[src/design/rtd_pkg.sv]
`default_nettype none
// ----------------------------------------------------------------------------
// rtd_pkg
// Shared types, constants and the CORDIC arctangent table for the tilt
// displacement block.
// ----------------------------------------------------------------------------
package rtd_pkg;

  localparam int CORDIC_STAGES_DEF = 16;
  localparam int ATAN_LEN          = 24;
  localparam int CW                = 34;  // CORDIC x/y width, Q2.30 plus headroom
  localparam int ZW                = 32;  // CORDIC angle width, Q11.20 degrees
  localparam int VW                = 33;  // feature vector component width
  localparam int KW                = 16;  // axis component width

  localparam logic signed [CW-1:0] GAIN_Q30  = 34'sd652032874;
  localparam logic signed [16:0]   NINETY_Q8 = 17'sd23040;

  typedef enum logic [2:0] {
    REG_CENTRE_X = 3'd0,
    REG_CENTRE_Y = 3'd1,
    REG_AXIS_A_X = 3'd2,
    REG_AXIS_A_Y = 3'd3,
    REG_AXIS_A_Z = 3'd4,
    REG_AXIS_B_X = 3'd5,
    REG_AXIS_B_Y = 3'd6,
    REG_AXIS_B_Z = 3'd7
  } cfg_reg_t;

  typedef struct packed {
    logic signed [VW-1:0] vx;
    logic signed [VW-1:0] vy;
    logic signed [KW-1:0] k0;
    logic signed [KW-1:0] k1;
    logic signed [KW-1:0] k2;
  } vec_t;

  typedef struct packed {
    logic                 valid;
    logic signed [CW-1:0] x;
    logic signed [CW-1:0] y;
    logic signed [ZW-1:0] z;
    logic                 neg;
    vec_t                 vec;
  } cell_t;

  typedef struct packed {
    logic               valid;
    logic signed [31:0] move_x;
    logic signed [31:0] move_y;
    logic signed [31:0] move_z;
    logic               saturated;
  } res_t;

  function automatic logic signed [ZW-1:0] atan_q20(input int idx);
    logic signed [ZW-1:0] a;
    case (idx)
      0:  a = 32'sd47185920;
      1:  a = 32'sd27855475;
      2:  a = 32'sd14718068;
      3:  a = 32'sd7471121;
      4:  a = 32'sd3750058;
      5:  a = 32'sd1876857;
      6:  a = 32'sd938658;
      7:  a = 32'sd469357;
      8:  a = 32'sd234682;
      9:  a = 32'sd117342;
      10: a = 32'sd58671;
      11: a = 32'sd29335;
      12: a = 32'sd14668;
      13: a = 32'sd7334;
      14: a = 32'sd3667;
      15: a = 32'sd1833;
      16: a = 32'sd917;
      17: a = 32'sd458;
      18: a = 32'sd229;
      19: a = 32'sd115;
      20: a = 32'sd57;
      21: a = 32'sd29;
      22: a = 32'sd14;
      23: a = 32'sd7;
      default: a = '0;
    endcase
    return a;
  endfunction

endpackage
`default_nettype wire

[src/design/rtd_cell.sv]
`default_nettype none
// ----------------------------------------------------------------------------
// rtd_cell
// One CORDIC rotation stage; carries the feature vector along with it.
// ----------------------------------------------------------------------------
module rtd_cell
  import rtd_pkg::*;
#(
  parameter int IDX = 0
) (
  input  wire        clk,
  input  wire        rst_n,
  input  wire        adv,
  input  wire cell_t cell_in,
  output cell_t      cell_out
);

  cell_t cell_r, cell_nxt;

  always_comb begin
    cell_nxt = cell_in;
    if (cell_in.z >= 0) begin
      cell_nxt.x = cell_in.x - (cell_in.y >>> IDX);
      cell_nxt.y = cell_in.y + (cell_in.x >>> IDX);
      cell_nxt.z = cell_in.z - atan_q20(IDX);
    end else begin
      cell_nxt.x = cell_in.x + (cell_in.y >>> IDX);
      cell_nxt.y = cell_in.y - (cell_in.x >>> IDX);
      cell_nxt.z = cell_in.z + atan_q20(IDX);
    end
  end

  always_ff @(posedge clk) begin
    if (!rst_n) begin
      cell_r.valid <= 1'b0;
    end else if (adv) begin
      cell_r <= cell_nxt;
    end
  end

  assign cell_out = cell_r;

endmodule
`default_nettype wire

[config.mk]
export PLATFORM = sky130hd
export DESIGN_NAME = rtd_cell
export DESIGN_NICKNAME = d
export VERILOG_FILES = /design/src/design/rtd_pkg.sv /design/src/design/rtd_cell.sv
export SDC_FILE = /design/constraint.sdc
export NUM_CORES = 1
export LEC_CHECK = 0
export CORE_UTILIZATION = 35
export CTS_CLUSTER_SIZE = 40
export DETAILED_ROUTE_END_ITERATION = 16
export DONT_BUFFER_PORTS = 1
export PLACE_DENSITY = 0.59
export SETUP_SLACK_MARGIN = 0.15
export SLEW_MARGIN = 40
export SYNTH_ARGS = -nofsm -noshare
export SYNTH_HDL_FRONTEND = slang
export SYNTH_SLANG_ARGS = --single-unit
[constraint.sdc]
create_clock -name clk -period 18.87 [get_ports clk]
set_clock_uncertainty 0.15 [all_clocks]
set_input_delay 1.887 -clock clk [delete_from_list [all_inputs] [get_ports clk]]
set_output_delay 1.887 -clock clk [all_outputs]
set_load 0.05 [all_outputs]
=== Word-level counts from Yosys, hierarchy flattened ===
Index checks and enable logic that the tools add are counted.

* Add/sub/neg operators: 5
* Divide/modulo/power cells: 0
* Shift operators: 0
* $mul: 0
* Magnitude comparators: 1
* Equality and inequality tests: 0
* Muxes and demuxes: 1
* Reduce and logical (&&, ||, !) cells: 1
* Bitwise gates (word level): 0

{| class="wikitable"
|+ Operators with widths
! operator !! number
|-
| 100-bit two-way mux || 1
|-
| 34-bit subtractor || 2
|-
| 34-bit adder || 1
|-
| 32-bit by 27-bit adder with 32-bit output, second input constant || 1
|-
| 32-bit by 1-bit >= comparator with 1-bit output, second input constant || 1
|-
| 32-bit by 27-bit subtractor with 32-bit output, second input constant || 1
|-
| 2-bit AND reduction || 1
|}

* Bits in latches: 0
* Register bits after elaboration: 216
* Logic and storage cells: 18
* Bits in read-only memories: 0
* Memories kept: 0
* Bits in writable memories: 0
* Output and inout port bits: 216

=== Longest topological paths before layout ===
* Word-level depth: 2
* Mapped depth: 15
* Mapped depth without buffers: 13

=== Worst setup path after synthesis ===
OpenSTA, ideal clock, no wires.

* Kind: input to register
* From: input port adv
* To: register cell_r, in the netlist cell_out[0], enable pin
* Cell stages on the path: 1
* Library setup time: 600 ps
* Setup slack: 11,383 ps
* Arrival time: 6,737 ps
* Path buffers: 0
* Path through: and2_1

* Word-level cells in the longest chain between the ends: 1

{| class="wikitable"
|+ RTL lines
! element !! RTL line !! source
|-
| start: declaration || rtd_cell.sv:13 || <nowiki>input wire adv,</nowiki>
|-
| 2-bit AND reduction (no line) || -- ||
|-
| end signal: assignment || rtd_cell.sv:37 || <nowiki>cell_r <= cell_nxt;</nowiki>
|-
| end: declaration || rtd_cell.sv:18 || <nowiki>cell_t cell_r, cell_nxt;</nowiki>
|}

No other way between the ends.
A chain may end at the register's enable or synchronous reset.

==> reports/metrics.cfg <==
[status]
status=complete, no violations

[synthesis]
ys_dominant_reg_cell=edfxtp_1
syn_avg_cell_area_sq_um=11.06
yosysWarnings=0
ys_seq_area_frac=0.5187
synth_seq_cells=215
synth_area_leaders=edfxtp_1, ha_1, a21oi_1, xnor2_1, inv_1
ys_async_sr_fraction=0
synth-edff-count=214
synth_top_cell_by_area=edfxtp_1
synth.cell_area_sq_um=12430
yosysMostFrequentCell=edfxtp_1
synth.top_cells.by_count=edfxtp_1, a21oi_1, ha_1, inv_1, nor2_1
syn_nets=1452
synth_cell_types=73
synth_top_area_frac=0.5171
synthCells=1124

[clock_network]
insertion_delay_ps=530
clock-root-buffer=clkbuf_16
htreeDepth=1
postCtsHoldBufs=0
cts_sinks=215
post-cts-setup-buffer-count=0
clockBufferDepth=3
cts.clk_slew.worst_paths_ps=60
cts_tree=yes
cts_resized=0
cts_buffers=25

[pwr]
p_leak_nw=5.186
combPwrFrac=0.153
switching_share=0.3429
p_int_w=0.0009486
seqPwrFrac=0.514
powerDensity_nw_per_um2=105.7
total_power_w=0.001444
pwr-share-clk=0.333
peakVddDrop_uv=74.11
p_switching_w=0.0004951

[detailed_routing]
avgViaCountPerCell=5.534
top_layer=met5
wl_microns=40860
ant_nets=0
vias=8766
wl_met1_microns=14820
detail_route.iter0.violations=696
route.met3.wl_microns=3787
route.detailed.drc=0
wl_met2_microns=20710
firstDrtPassIters=6
wire_per_inst_microns=25.79

[cells_and_area]
instances_no_fill=1584
multi_input_area_sq_um=5403
register_area_sq_um=6446
nFillCells=3348
areaGrowthSynthToFinish_pct=9.947
largest_register_ffs=215
fin_nets=1435
layout-drive-gt1-share=0.05432
final_cell_area_sq_um=13660

[critical_path]
r2r-end=cell_out[215]
endpoint_kind=flip-flop
crit_required_ps=18980
reg2reg_slack_ps=17750
crit_arrival_ps=4980
critPathKind=in2reg
reg2reg_depth=2
path_max_fanout=12
r2r_start=cell_out[215]
start_kind=input port

[timing]
timing.final.crit_period_ps=4868
final.period_utilization=0.2580
hold_violations=0
slew-limit-headroom=0.4590
worstMarginPinSlew_ps=810.6
slew_viol_final=0
fmax_mhz=205.4
setup_violations=0
rsz0062_at_grt=false
tns_ps=0
setup_ws_ps=14000

[min_path]
holdPathStages=2
hold_class=reg2reg
min_to=cell_out[215]
hp-start=cell_out[215]

[place]
numPortBuffers=0
dpl_cell_area_sq_um=12850
hpwl_microns=31940
gp_congestion=0.9239
dp_slack_ps=13500
place_inst=1535

[grt]
globalRoute.totalOverflow=0
first_global_vias=8609
grt_max_degree=99
track_usage=0.2149
grt_antenna_before_repair=13
grt_pass1_wl_microns=57540

[job]
drv_cap=0

[die]
coreArea_sq_um=34710
num_rows=68
io_pins=435
die_h_microns=190.4
fp.dieArea_sq_um=36270
start_util=0.3580
die_w_microns=190.4

worst max path at each step:
stage	slack, ps	cells past startpoint	to	from
final	14000	12	cell_out[214]	cell_in[151]
after detailed placement	13500	12	cell_out[214]	cell_in[151]
after global placement	13570	12	cell_out[214]	cell_in[151]
after floorplan	11380	1	cell_out[0]	adv
after CTS	14050	12	cell_out[214]	cell_in[151]
after global routing	13880	12	cell_out[214]	cell_in[151]
routing by layer:
layer / global-route usage / up-vias
met5: 0 / -
met4: 0.08338 / 12
met3: 0.07048 / 77
met2: 0.3832 / 398
met1: 0.2343 / 4236
li1: - / 4043
critical path, stage by stage:
cell and delay [ps]:
inv_1 20, ha_1 520, nand3_1 240, a21oi_1 110
o311ai_1 360, and2_1 270, o221a_2 260, o21ai_1 100
a211oi_1 550, nor3_1 160, o41ai_1 390, xor2_1 110
power by group through the flow:
stage / sequential, W / combinational (W) / clock, W
3_5_place_dp: 0.000752 / 0.000218 / 0
3_3_place_gp: 0.000753 / 0.000217 / 0
5_1_grt: 0.000744 / 0.000243 / 0.000508
4_1_cts: 0.000743 / 0.000220 / 0.000493
6_report: 0.000741 / 0.000221 / 0.000481
2_1_floorplan: 0.000741 / 0.000165 / 0
cell families after synthesis:
kind of cell	Yosys count	share of synthesized area
xor+xnor	76	0.05356
flops	215	0.5187
fa+ha+maj	109	0.1115
buf+inv	147	0.04681
compound gates	336	0.1726
mux	16	0.01289
simple gates	225	0.08396
metrics by stage:
step / utilization / hold WS, ps
finish: 0.3936 / 639.0
floorplan: - / 592.9
detailed placement: 0.3701 / 626.6
CTS: 0.3932 / 636.6
global route: 0.3934 / 714.2
global placement: 0.3691 / 628.8
cells in the final DEF (no fill, tap or decap), drive strengths merged, types with 6 or more instances in the layout:
| master | count |
|---|---|
| mux2i | 16 |
| xor2 | 13 |
| nor3 | 23 |
| ha | 106 |
| o21a | 8 |
| nor2 | 83 |
| o31ai | 9 |
| o211ai | 6 |
| a21oi | 129 |
| nor2b | 13 |
| nand2 | 52 |
| edfxtp | 214 |
| a31oi | 6 |
| o21bai | 19 |
| a21o | 25 |
| a211oi | 13 |
| diode | 6 |
| nand4 | 10 |
| a2111oi | 6 |
| clkbuf | 30 |
| inv | 96 |
| a21boi | 7 |
| xnor2 | 63 |
| o21ai | 72 |
| nand3 | 10 |
| clkinv | 10 |
cell type report:
cell class              instances  area share
flip-flops and latches        215      0.4717
multi-input cells             762      0.3954
clock buffers                  30     0.04716
well taps                     455     0.04166
inverters                      99     0.02720
clock inverters                13     0.01154
repair buffers                  4    0.004212
diodes                          6    0.001099
Power figures use the tool's default switching activity.
